<file path="config.mk">
export PLATFORM = sky130hd
export DESIGN_NAME = sjf_nonpreemptive_scheduler_core_flat
export DESIGN_NICKNAME = d
export VERILOG_FILES = /design/src/design/sjf_pkg.sv /design/src/design/sjf_if.sv /design/src/design/sjf_ram.sv /design/src/design/sjf_rsp_buf.sv /design/src/design/sjf_ctrl.sv /design/src/design/sjf_nonpreemptive_scheduler_core.sv /design/src/flat_wrapper.sv
export VERILOG_INCLUDE_DIRS = /design/src /design/src/design
export SDC_FILE = /design/constraint.sdc
export NUM_CORES = 1
export LEC_CHECK = 0
export BUFFER_PORTS_ARGS = -buffer_cell sky130_fd_sc_hd__buf_2
export CAP_MARGIN = 20
export CORE_UTILIZATION = 31
export CTS_BUF_LIST = sky130_fd_sc_hd__clkbuf_8
export DETAILED_ROUTE_END_ITERATION = 16
export PLACE_DENSITY_LB_ADDON = 0.15
export SLEW_MARGIN = 10
export SYNTH_ARGS = -nofsm -noshare
export SYNTH_HDL_FRONTEND = slang
export SYNTH_HIERARCHICAL = 1
export SYNTH_SLANG_ARGS = --single-unit
</file>
<file path="constraint.sdc">
create_clock -name clock -period 7.1 [get_ports clock]
set_clock_uncertainty 0.05 [all_clocks]
set_input_delay 1.065 -clock clock [delete_from_list [all_inputs] [get_ports clock]]
set_output_delay 1.065 -clock clock [all_outputs]
set_load 0.05 [all_outputs]
</file>
<file path="src/design/sjf_nonpreemptive_scheduler_core_macros.svh">
// Assertion helpers for the scheduler RTL.
`ifndef SJF_NONPREEMPTIVE_SCHEDULER_CORE_MACROS_SVH
`define SJF_NONPREEMPTIVE_SCHEDULER_CORE_MACROS_SVH

// Same-cycle implication.
`define SJF_ASSERT_IMP(label, clk, rst, ante, cons) \
   label: assert property (@(posedge clk) disable iff (rst) (ante) |-> (cons)) \
      else $error("sjf scheduler assertion failed");

// Next-cycle implication.
`define SJF_ASSERT_NXT(label, clk, rst, ante, cons) \
   label: assert property (@(posedge clk) disable iff (rst) (ante) |=> (cons)) \
      else $error("sjf scheduler assertion failed");

`endif

</file>
<file path="src/design/sjf_pkg.sv">
`timescale 1ns / 1ps

package sjf_pkg;

   localparam int TIME_BITS = 32;
   localparam int RES_BITS  = 3;

   localparam logic CMD_ARRIVE = 1'b0;
   localparam logic CMD_TICK   = 1'b1;

   typedef enum logic [RES_BITS-1:0] {
      EV_NONE     = 3'd0,
      EV_QUEUED   = 3'd1,
      EV_DROPPED  = 3'd2,
      EV_STARTED  = 3'd3,
      EV_FINISHED = 3'd4
   } event_type;

   typedef enum logic [2:0] {
      ST_IDLE,
      ST_TICK,
      ST_POP,
      ST_WALK,
      ST_CMP,
      ST_ARR_RSP
   } state_type;

endpackage

</file>
<file path="src/design/sjf_if.sv">
`timescale 1ns / 1ps

interface sjf_req_if #(
   parameter int ID_BITS     = 8,
   parameter int LENGTH_BITS = 16
);
   logic                   valid;
   logic                   ready;
   logic                   cmd;
   logic [ID_BITS-1:0]     job_id;
   logic [LENGTH_BITS-1:0] job_duration;

   modport source (output valid, output cmd, output job_id, output job_duration,
                   input ready);
   modport sink   (input valid, input cmd, input job_id, input job_duration,
                   output ready);
endinterface

interface sjf_rsp_if #(
   parameter int ID_BITS     = 8,
   parameter int LENGTH_BITS = 16
);
   logic                            valid;
   logic                            ready;
   logic [sjf_pkg::RES_BITS-1:0]    event_res;
   logic [ID_BITS-1:0]              event_job;
   logic [LENGTH_BITS-1:0]          event_length;
   logic [sjf_pkg::TIME_BITS-1:0]   event_time;
   logic                            last;

   modport source (output valid, output event_res, output event_job,
                   output event_length, output event_time, output last,
                   input ready);
   modport sink   (input valid, input event_res, input event_job,
                   input event_length, input event_time, input last,
                   output ready);
endinterface

</file>
<file path="src/design/sjf_ram.sv">
`timescale 1ns / 1ps

module sjf_ram #(
   parameter int DEPTH  = 16,
   parameter int WIDTH  = 24,
   parameter int ADDR_W = 4
) (
   input  logic              clock,
   input  logic              we,
   input  logic [ADDR_W-1:0] waddr,
   input  logic [WIDTH-1:0]  wdata,
   input  logic [ADDR_W-1:0] raddr,
   output logic [WIDTH-1:0]  rdata_ff
);

   logic [WIDTH-1:0] mem [DEPTH];

   always_ff @(posedge clock) begin
      if (we) begin
         mem[waddr] <= wdata;
      end
      rdata_ff <= mem[raddr];
   end

endmodule

</file>
<file path="src/design/sjf_rsp_buf.sv">
`timescale 1ns / 1ps

// Two-word result buffer between the sequencer and the result channel.
module sjf_rsp_buf #(
   parameter int WIDTH = 60
) (
   input  logic             clock,
   input  logic             reset,
   input  logic             push,
   input  logic [WIDTH-1:0] push_data,
   output logic             full,
   output logic             out_valid,
   input  logic             out_ready,
   output logic [WIDTH-1:0] out_data
);

   logic [WIDTH-1:0] buf_ff [2];
   logic             wr_ptr_ff, wr_ptr_in;
   logic             rd_ptr_ff, rd_ptr_in;
   logic [1:0]       cnt_ff, cnt_in;
   logic             do_push, do_pop;

   assign full      = (cnt_ff == 2'd2);
   assign out_valid = (cnt_ff != 2'd0);
   assign out_data  = buf_ff[rd_ptr_ff];
   assign do_push   = push && !full;
   assign do_pop    = out_valid && out_ready;

   always_comb begin
      wr_ptr_in = do_push ? !wr_ptr_ff : wr_ptr_ff;
      rd_ptr_in = do_pop  ? !rd_ptr_ff : rd_ptr_ff;
      cnt_in    = cnt_ff + {1'b0, do_push} - {1'b0, do_pop};
   end

   always_ff @(posedge clock) begin
      if (reset) begin
         wr_ptr_ff <= 1'b0;
         rd_ptr_ff <= 1'b0;
         cnt_ff    <= 2'd0;
      end else begin
         wr_ptr_ff <= wr_ptr_in;
         rd_ptr_ff <= rd_ptr_in;
         cnt_ff    <= cnt_in;
      end
   end

   always_ff @(posedge clock) begin
      if (do_push) begin
         buf_ff[wr_ptr_ff] <= push_data;
      end
   end

endmodule

</file>
<file path="src/design/sjf_ctrl.sv">
`timescale 1ns / 1ps
`include "sjf_nonpreemptive_scheduler_core_macros.svh"

// Sequencer: the ready queue is a circular buffer in the RAM, kept sorted.
// Insert walks from the tail toward the head, one entry per read/write pair.
module sjf_ctrl #(
   parameter int QUEUE_DEPTH = 16,
   parameter int ID_BITS     = 8,
   parameter int LENGTH_BITS = 16,
   parameter int PTR_W       = 4,
   parameter int OUT_W       = 60
) (
   input  logic                             clock,
   input  logic                             reset,
   input  logic                             in_valid,
   output logic                             in_ready,
   input  logic                             in_cmd,
   input  logic [ID_BITS-1:0]               in_job_id,
   input  logic [LENGTH_BITS-1:0]           in_job_duration,
   output logic                             ram_we,
   output logic [PTR_W-1:0]                 ram_waddr,
   output logic [ID_BITS+LENGTH_BITS-1:0]   ram_wdata,
   output logic [PTR_W-1:0]                 ram_raddr,
   input  logic [ID_BITS+LENGTH_BITS-1:0]   ram_rdata,
   output logic                             push,
   output logic [OUT_W-1:0]                 push_data,
   input  logic                             full
);

   localparam int COUNT_W = $clog2(QUEUE_DEPTH + 1);
   localparam int SUM_W   = COUNT_W + 1;

   function automatic logic [PTR_W-1:0] wrap_add(input logic [PTR_W-1:0] base,
                                                 input logic [COUNT_W-1:0] off);
      logic [SUM_W-1:0] sum;
      sum = SUM_W'(base) + SUM_W'(off);
      if (sum >= SUM_W'(QUEUE_DEPTH)) begin
         sum = sum - SUM_W'(QUEUE_DEPTH);
      end
      return sum[PTR_W-1:0];
   endfunction

   sjf_pkg::state_type             state_ff, state_in;
   logic                           busy_ff, busy_in;
   logic [ID_BITS-1:0]             running_id_ff, running_id_in;
   logic [LENGTH_BITS-1:0]         remaining_ff, remaining_in;
   logic [sjf_pkg::TIME_BITS-1:0]  tick_ff, tick_in;
   logic [PTR_W-1:0]               head_ff, head_in;
   logic [COUNT_W-1:0]             count_ff, count_in;
   logic [ID_BITS-1:0]             id_ff, id_in;
   logic [LENGTH_BITS-1:0]         len_ff, len_in;
   logic [COUNT_W-1:0]             idx_ff, idx_in;
   logic                           drop_ff, drop_in;

   logic                           fin, start, need;
   logic [ID_BITS-1:0]             rd_id;
   logic [LENGTH_BITS-1:0]         rd_len;
   sjf_pkg::event_type             ev_res;
   logic [ID_BITS-1:0]             ev_job;
   logic [LENGTH_BITS-1:0]         ev_len;
   logic                           ev_last;

   assign rd_id     = ram_rdata[ID_BITS+LENGTH_BITS-1:LENGTH_BITS];
   assign rd_len    = ram_rdata[LENGTH_BITS-1:0];
   assign fin       = busy_ff && (remaining_ff == '0);
   assign start     = (!busy_ff || fin) && (count_ff != '0);
   assign need      = fin || !start;
   assign push_data = {ev_res, ev_job, ev_len, tick_ff, ev_last};

   always_comb begin
      state_in      = state_ff;
      busy_in       = busy_ff;
      running_id_in = running_id_ff;
      remaining_in  = remaining_ff;
      tick_in       = tick_ff;
      head_in       = head_ff;
      count_in      = count_ff;
      id_in         = id_ff;
      len_in        = len_ff;
      idx_in        = idx_ff;
      drop_in       = drop_ff;
      in_ready      = 1'b0;
      ram_we        = 1'b0;
      ram_waddr     = head_ff;
      ram_wdata     = {id_ff, len_ff};
      ram_raddr     = head_ff;
      push          = 1'b0;
      ev_res        = sjf_pkg::EV_NONE;
      ev_job        = '0;
      ev_len        = '0;
      ev_last       = 1'b0;

      unique case (state_ff)
         sjf_pkg::ST_IDLE: begin
            in_ready = 1'b1;
            if (in_valid) begin
               id_in  = in_job_id;
               // zero duration runs as one tick
               len_in = (in_job_duration == '0) ? LENGTH_BITS'(1) : in_job_duration;
               if (in_cmd == sjf_pkg::CMD_TICK) begin
                  state_in = sjf_pkg::ST_TICK;
               end else if (count_ff == COUNT_W'(QUEUE_DEPTH)) begin
                  drop_in  = 1'b1;
                  state_in = sjf_pkg::ST_ARR_RSP;
               end else begin
                  drop_in  = 1'b0;
                  idx_in   = count_ff;
                  state_in = sjf_pkg::ST_WALK;
               end
            end
         end
         sjf_pkg::ST_TICK: begin
            // head entry is being read here for a possible start
            if (!(need && full)) begin
               push = need;
               if (fin) begin
                  ev_res  = sjf_pkg::EV_FINISHED;
                  ev_job  = running_id_ff;
                  ev_last = !start;
                  busy_in = 1'b0;
               end else begin
                  ev_last = 1'b1;
               end
               if (start) begin
                  state_in = sjf_pkg::ST_POP;
               end else begin
                  if (busy_ff && !fin) begin
                     remaining_in = remaining_ff - LENGTH_BITS'(1);
                  end
                  tick_in  = tick_ff + 32'd1;
                  state_in = sjf_pkg::ST_IDLE;
               end
            end
         end
         sjf_pkg::ST_POP: begin
            if (!full) begin
               push          = 1'b1;
               ev_res        = sjf_pkg::EV_STARTED;
               ev_job        = rd_id;
               ev_len        = rd_len;
               ev_last       = 1'b1;
               running_id_in = rd_id;
               remaining_in  = rd_len - LENGTH_BITS'(1);
               busy_in       = 1'b1;
               head_in       = wrap_add(head_ff, COUNT_W'(1));
               count_in      = count_ff - COUNT_W'(1);
               tick_in       = tick_ff + 32'd1;
               state_in      = sjf_pkg::ST_IDLE;
            end
         end
         sjf_pkg::ST_WALK: begin
            if (idx_ff == '0) begin
               ram_we    = 1'b1;
               ram_waddr = head_ff;
               count_in  = count_ff + COUNT_W'(1);
               state_in  = sjf_pkg::ST_ARR_RSP;
            end else begin
               ram_raddr = wrap_add(head_ff, idx_ff - COUNT_W'(1));
               state_in  = sjf_pkg::ST_CMP;
            end
         end
         sjf_pkg::ST_CMP: begin
            ram_we    = 1'b1;
            ram_waddr = wrap_add(head_ff, idx_ff);
            // equal lengths stay ahead of the newcomer
            if (rd_len <= len_ff) begin
               count_in = count_ff + COUNT_W'(1);
               state_in = sjf_pkg::ST_ARR_RSP;
            end else begin
               ram_wdata = ram_rdata;
               idx_in    = idx_ff - COUNT_W'(1);
               state_in  = sjf_pkg::ST_WALK;
            end
         end
         sjf_pkg::ST_ARR_RSP: begin
            if (!full) begin
               push     = 1'b1;
               ev_res   = drop_ff ? sjf_pkg::EV_DROPPED : sjf_pkg::EV_QUEUED;
               ev_job   = id_ff;
               ev_len   = len_ff;
               ev_last  = 1'b1;
               state_in = sjf_pkg::ST_IDLE;
            end
         end
         default: begin
            state_in = sjf_pkg::ST_IDLE;
         end
      endcase
   end

   always_ff @(posedge clock) begin
      if (reset) begin
         state_ff      <= sjf_pkg::ST_IDLE;
         busy_ff       <= 1'b0;
         running_id_ff <= '0;
         remaining_ff  <= '0;
         tick_ff       <= '0;
         head_ff       <= '0;
         count_ff      <= '0;
      end else begin
         state_ff      <= state_in;
         busy_ff       <= busy_in;
         running_id_ff <= running_id_in;
         remaining_ff  <= remaining_in;
         tick_ff       <= tick_in;
         head_ff       <= head_in;
         count_ff      <= count_in;
      end
   end

   always_ff @(posedge clock) begin
      id_ff   <= id_in;
      len_ff  <= len_in;
      idx_ff  <= idx_in;
      drop_ff <= drop_in;
   end

   `SJF_ASSERT_IMP(a_count_range, clock, reset, 1'b1, count_ff <= COUNT_W'(QUEUE_DEPTH))
   `SJF_ASSERT_IMP(a_push_room, clock, reset, push, !full)
   `SJF_ASSERT_IMP(a_write_in_insert, clock, reset, ram_we,
                   (state_ff == sjf_pkg::ST_WALK) || (state_ff == sjf_pkg::ST_CMP))
   `SJF_ASSERT_NXT(a_start_runs, clock, reset, (state_ff == sjf_pkg::ST_POP) && !full,
                   busy_ff && (tick_ff == $past(tick_ff) + 32'd1))

endmodule

</file>
<file path="src/design/sjf_nonpreemptive_scheduler_core.sv">
`timescale 1ns / 1ps

// Non-preemptive shortest-job-first scheduler. The ready queue is a circular
// buffer in a single RAM (one write, one registered read per cycle) kept sorted
// by duration, equal durations in arrival order. An arrival's insert walks from
// the tail, one RAM read and one write-back per shifted entry, an entry being a
// queued job longer than the new one (at most QUEUE_DEPTH-1 of them). A dropped
// arrival only sends its result word; a tick that starts a job passes through a
// further pop state that takes the head entry off the queue. Each
// item gives one or two result words; a two-word result buffer lets the next
// item in while results wait, and an item stalls while that buffer is full.
// The queue RAM needs no clearing after reset.
module sjf_nonpreemptive_scheduler_core #(
   parameter int QUEUE_DEPTH = 16,
   parameter int ID_BITS     = 8,
   parameter int LENGTH_BITS = 16
) (
   input logic       clock,
   input logic       reset,
   sjf_req_if.sink   req,
   sjf_rsp_if.source rsp
);

   localparam int PTR_W   = $clog2(QUEUE_DEPTH);
   localparam int ENTRY_W = ID_BITS + LENGTH_BITS;
   localparam int OUT_W   = sjf_pkg::RES_BITS + ID_BITS + LENGTH_BITS
                            + sjf_pkg::TIME_BITS + 1;

   logic               ram_we;
   logic [PTR_W-1:0]   ram_waddr, ram_raddr;
   logic [ENTRY_W-1:0] ram_wdata, ram_rdata;
   logic               push, full;
   logic [OUT_W-1:0]   push_data, out_data;

   sjf_ram #(
      .DEPTH  (QUEUE_DEPTH),
      .WIDTH  (ENTRY_W),
      .ADDR_W (PTR_W)
   ) u_ram (
      .clock    (clock),
      .we       (ram_we),
      .waddr    (ram_waddr),
      .wdata    (ram_wdata),
      .raddr    (ram_raddr),
      .rdata_ff (ram_rdata)
   );

   sjf_ctrl #(
      .QUEUE_DEPTH (QUEUE_DEPTH),
      .ID_BITS     (ID_BITS),
      .LENGTH_BITS (LENGTH_BITS),
      .PTR_W       (PTR_W),
      .OUT_W       (OUT_W)
   ) u_ctrl (
      .clock           (clock),
      .reset           (reset),
      .in_valid        (req.valid),
      .in_ready        (req.ready),
      .in_cmd          (req.cmd),
      .in_job_id       (req.job_id),
      .in_job_duration (req.job_duration),
      .ram_we          (ram_we),
      .ram_waddr       (ram_waddr),
      .ram_wdata       (ram_wdata),
      .ram_raddr       (ram_raddr),
      .ram_rdata       (ram_rdata),
      .push            (push),
      .push_data       (push_data),
      .full            (full)
   );

   sjf_rsp_buf #(
      .WIDTH (OUT_W)
   ) u_rsp_buf (
      .clock     (clock),
      .reset     (reset),
      .push      (push),
      .push_data (push_data),
      .full      (full),
      .out_valid (rsp.valid),
      .out_ready (rsp.ready),
      .out_data  (out_data)
   );

   // word layout: res, job, length, time, last
   assign rsp.event_res    = out_data[OUT_W-1 -: sjf_pkg::RES_BITS];
   assign rsp.event_job    = out_data[OUT_W-1-sjf_pkg::RES_BITS -: ID_BITS];
   assign rsp.event_length = out_data[sjf_pkg::TIME_BITS+LENGTH_BITS : sjf_pkg::TIME_BITS+1];
   assign rsp.event_time   = out_data[sjf_pkg::TIME_BITS:1];
   assign rsp.last         = out_data[0];

endmodule

</file>
<file path="src/flat_wrapper.sv">
// flat-port wrapper written by rule: the top's interface ports become plain ports
module sjf_nonpreemptive_scheduler_core_flat 
#(
   parameter int QUEUE_DEPTH = 16,
   parameter int ID_BITS     = 8,
   parameter int LENGTH_BITS = 16
)
  (clock, reset, req_valid, req_cmd, req_job_id, req_job_duration, req_ready, rsp_valid, rsp_event_res, rsp_event_job, rsp_event_length, rsp_event_time, rsp_last, rsp_ready);
  sjf_req_if #(.ID_BITS(ID_BITS), .LENGTH_BITS(LENGTH_BITS)) req_i ();
  sjf_rsp_if #(.ID_BITS(ID_BITS), .LENGTH_BITS(LENGTH_BITS)) rsp_i ();
  input logic clock;
  input logic reset;
  input wire logic [$bits(req_i.valid)-1:0] req_valid;
  input wire logic [$bits(req_i.cmd)-1:0] req_cmd;
  input wire logic [$bits(req_i.job_id)-1:0] req_job_id;
  input wire logic [$bits(req_i.job_duration)-1:0] req_job_duration;
  output wire logic [$bits(req_i.ready)-1:0] req_ready;
  output wire logic [$bits(rsp_i.valid)-1:0] rsp_valid;
  output wire logic [$bits(rsp_i.event_res)-1:0] rsp_event_res;
  output wire logic [$bits(rsp_i.event_job)-1:0] rsp_event_job;
  output wire logic [$bits(rsp_i.event_length)-1:0] rsp_event_length;
  output wire logic [$bits(rsp_i.event_time)-1:0] rsp_event_time;
  output wire logic [$bits(rsp_i.last)-1:0] rsp_last;
  input wire logic [$bits(rsp_i.ready)-1:0] rsp_ready;
  assign req_i.valid = req_valid;
  assign req_i.cmd = req_cmd;
  assign req_i.job_id = req_job_id;
  assign req_i.job_duration = req_job_duration;
  assign req_ready = req_i.ready;
  assign rsp_valid = rsp_i.valid;
  assign rsp_event_res = rsp_i.event_res;
  assign rsp_event_job = rsp_i.event_job;
  assign rsp_event_length = rsp_i.event_length;
  assign rsp_event_time = rsp_i.event_time;
  assign rsp_last = rsp_i.last;
  assign rsp_i.ready = rsp_ready;
  sjf_nonpreemptive_scheduler_core #(.QUEUE_DEPTH(QUEUE_DEPTH), .ID_BITS(ID_BITS), .LENGTH_BITS(LENGTH_BITS)) u_core (.clock(clock), .reset(reset), .req(req_i), .rsp(rsp_i));
endmodule
</file>
==> run metrics <==
Final Setup Violations=0; top_reg_cell synth=edfxtp_1; power per cell area=about 330 nW/um2; worst hold endpoint=u_core/u_rsp_buf/buf_ff[1][20]$_DFFE_PP_; Clock Tree Buf Depth=3; height of the die=290 um; Required @ worst endpoint=approximately 7600 ps; Reg power frac=47.0%; synth warn=6; netlist area before placement=25800 um2; Max FO, Critical Path=62; register area share after synthesis=69.8%; worst vdd ir=0.000134 V; Setup Slack @ Placement=3060 ps; Comb pwr share=22.7%; Worst Hold Depth=0; Syn Area/Cell=approximately 16 um2; vias in the first global route=around 15000; post-route setup slack=3160 ps; final global-route overflow total=0; routability cong.=approximately 0.8; Critical Path Sink Type=register; Vias=14288; asr flop ratio synth=0%; Slew @ Worst Pin=between 1000 and 1500 ps; FMAX=254 MHz; Int Pwr=about 6600 uW; DR vias/cell=just under 5; Slew headroom=28.3%; clock root buffer=clkbuf_8; CTS buffer count=about 110; R2R cell count=9; Starting Density=31.4%; status=finished clean; number of enable flip-flop cells after synthesis=between 500 and 600; CTS Hold Bufs=0; CP startpoint=u_core/u_ctrl/idx_ff[0]$_DFFE_PP_; worst hold path type=reg -> reg; clock group share of total power=30.3%; switching power=3120 uW; Pleak=0.00982 uW; CTS Sinks=632; Ports=91; CP startpoint kind=register; max cap viols=0; post_cts resized=0; first-pass GRT wire length=96.6 mm; period utilisation layout=55.5%; die width=between 200 and 300 um; Net Sw Frac=32.2%; WS Path Type=reg -> reg; die area=84300 um2; RR Startpoint=u_core/u_ctrl/idx_ff[0]$_DFFE_PP_; Mapped Nets=1664; port buffer count=90; Final nets=1796; Finished Layout Cells=2893; Final Total Pwr=9680 uW; gate count of the mapped netlist=1601; fin. max-slew vios=0; antenna viol nets, final=0; layout cells sized above 1=26.0%; Setup Buffers After CTS=0; CTS tree=built; Residual DRC=0; Worst EP arrival=between 4000 and 5000 ps; CTS clk-pin slew, worst paths=60 ps; post-route minimum period=3940 ps; final setup TNS=0 ps; largest net degree at the start of global routing=76; H-tree depth=3; clk_lat worst skew=about 700 ps; DRC marker count from the first detailed-route iteration=1141; worst reg2reg path endpoint=u_core/u_ram/rdata_ff[20]$_DFF_P_; First-pass DRT Iterations=5; unrepaired setup endpoints after global routing=false; dpl hpwl=38.9 mm; Finished Core Util=between 30% and 40%; distinct cell type count after synthesis=73; initial antenna violation count=2; Tot GR Track Use=about 15%; hold_sp=u_core/u_ctrl/tick_ff[19]$_SDFFE_PP0P_; flops & latches, synth=~630; row count=between 100 and 150; reg2reg setup slack=3160 ps; dpl cells=2695; area delta synth->final=14.2%; final WL=63.7 mm; Hold Vio Cnt, Final=0; post-DR wirelength/cell=around 22 um; core area=a little over 80000 um2
[per-layer routing]
layer  wire length (um)  part of all wire [%]  vias up  GRT usage [%]
li1                   -                     -     6515              -
met1              28400                    45     7354           20.2
met2              31400                    49      316           25.5
met3               2710                   4.3      103           2.79
met4               1180                   1.9        0           4.15
met5                  0                     0        -              0
[worst max-delay path by stage]
stage	endpoint	slack (ps)
3_3_place_gp	u_core/u_ram/rdata_ff[20]$_DFF_P_	3140
3_5_place_dp	u_core/u_ram/rdata_ff[20]$_DFF_P_	3060
5_1_grt	u_core/u_ram/rdata_ff[19]$_DFF_P_	2730
6_report	u_core/u_ram/rdata_ff[20]$_DFF_P_	3160
4_1_cts	u_core/u_ram/rdata_ff[20]$_DFF_P_	3040
2_1_floorplan	u_core/u_ram/mem[0][0]$_DFFE_PP_	3050
[layout make-up]
class                      instances  area (um2)
clock inverter                    80         372
antenna                            5        12.5
fill                            7833       52800
clock buffer                     112        1540
sequential                       632       18000
tap                             1070        1340
timing repair buffer             116         666
inverter                          45         169
multi-input combinational        833        7350
[state kept, by name, summed over array words and instances (netlist names), 8 cells and up, named ones only]
signal / flops
u_core/u_ctrl/len_ff: 16
u_core/u_ctrl/tick_ff: 32
u_core/u_rsp_buf/buf_ff: 120
u_core/u_ctrl/running_id_ff: 8
u_core/u_ram/mem: 384
u_core/u_ctrl/remaining_ff: 16
u_core/u_ram/rdata_ff: 24
u_core/u_ctrl/id_ff: 8
[cell usage after synthesis, types with 4 or more instances]
cell	n	share of area, %
and2_1	5	0.12
a22oi_1	67	2.0
nor3_1	22	0.43
a31oi_1	7	0.17
buf_2	19	0.37
edfxtp_1	534	62
mux2i_1	5	0.19
or2_2	6	0.15
o311ai_0	4	0.14
a21o_1	4	0.12
buf_6	5	0.22
a21oi_1	47	0.91
o211ai_1	4	0.12
xnor2_1	18	0.61
nand3_1	28	0.54
or3_1	4	0.097
mux2_2	85	3.7
nor2b_1	6	0.15
xor2_1	36	1.2
and3_1	9	0.22
o31ai_1	4	0.12
nor4_1	17	0.41
nand4_1	18	0.44
inv_1	44	0.64
nor2_1	104	1.5
a211oi_1	4	0.12
mux4_2	96	8.4
clkbuf_1	61	0.89
nand2_1	109	1.6
dfxtp_1	98	7.6
ha_1	31	1.5
nand3b_1	4	0.12
a222oi_1	8	0.31
o21ai_0	32	0.62
[cells in the final DEF, fill, tap and decap left out, drive strengths merged, types with 4 or more instances in the layout]
cell type | netlist | layout
nand4 | 18 | 18
nor2b | 6 | 6
o21ai | 32 | 32
nor4 | 18 | 18
inv | 45 | 87
a21oi | 48 | 48
o211ai | 4 | 4
or2 | 8 | 8
clkbuf | 61 | 112
a21o | 4 | 4
a31oi | 7 | 7
ha | 31 | 31
o311ai | 4 | 4
nand3 | 28 | 28
edfxtp | 534 | 534
mux4 | 96 | 96
xor2 | 36 | 36
or4 | 5 | 5
nand3b | 4 | 4
a22oi | 67 | 67
clkinv | 0 | 34
nor2 | 106 | 106
a222oi | 8 | 8
mux2i | 5 | 5
xnor2 | 18 | 18
dfxtp | 98 | 98
nor3 | 22 | 22
and3 | 10 | 10
and2 | 5 | 5
a211oi | 4 | 4
mux2 | 86 | 86
buf | 30 | 116
nand2b | 4 | 4
or3 | 5 | 5
diode | 0 | 5
nand2 | 110 | 110
o31ai | 5 | 5
[critical path: stages, from the launching register on]
cell and delay, ps:
edfxtp_1 430, inv_1 110, ha_1 200, nor4b_1 480
nor2_1 270, mux2_8 850, buf_4 490, mux4_2 550
a22oi_1 230, nand2_1 90
[kinds of logic after synthesis]
| logic type | synth area share [%] |
|---|---|
| compound gates | 5.43 |
| xor+xnor | 1.83 |
| fa+ha+maj | 1.74 |
| buf+inv | 2.26 |
| flops | 69.8 |
| mux | 12.4 |
| simple gates | 6.59 |
[power groups by stage]
| stage | combinational (uW) | sequential [uW] | clock, uW |
|---|---|---|---|
| after floorplan | 1730 | 4530 | 0 |
| after global placement | 2220 | 4620 | 0 |
| after detailed placement | 2240 | 4630 | 0 |
| after CTS | 2250 | 4550 | 3040 |
| after global routing | 2400 | 4580 | 3200 |
| final | 2200 | 4550 | 2930 |
[metrics by stage]
step | hold slack, ps | area (um2)
final | 407 | 29400
after global routing | 415 | 29400
after CTS | 405 | 29400
after detailed placement | 391 | 27500
after global placement | 388 | 27500
after floorplan | 376 | 25800
(Power assumes the default switching activity.)
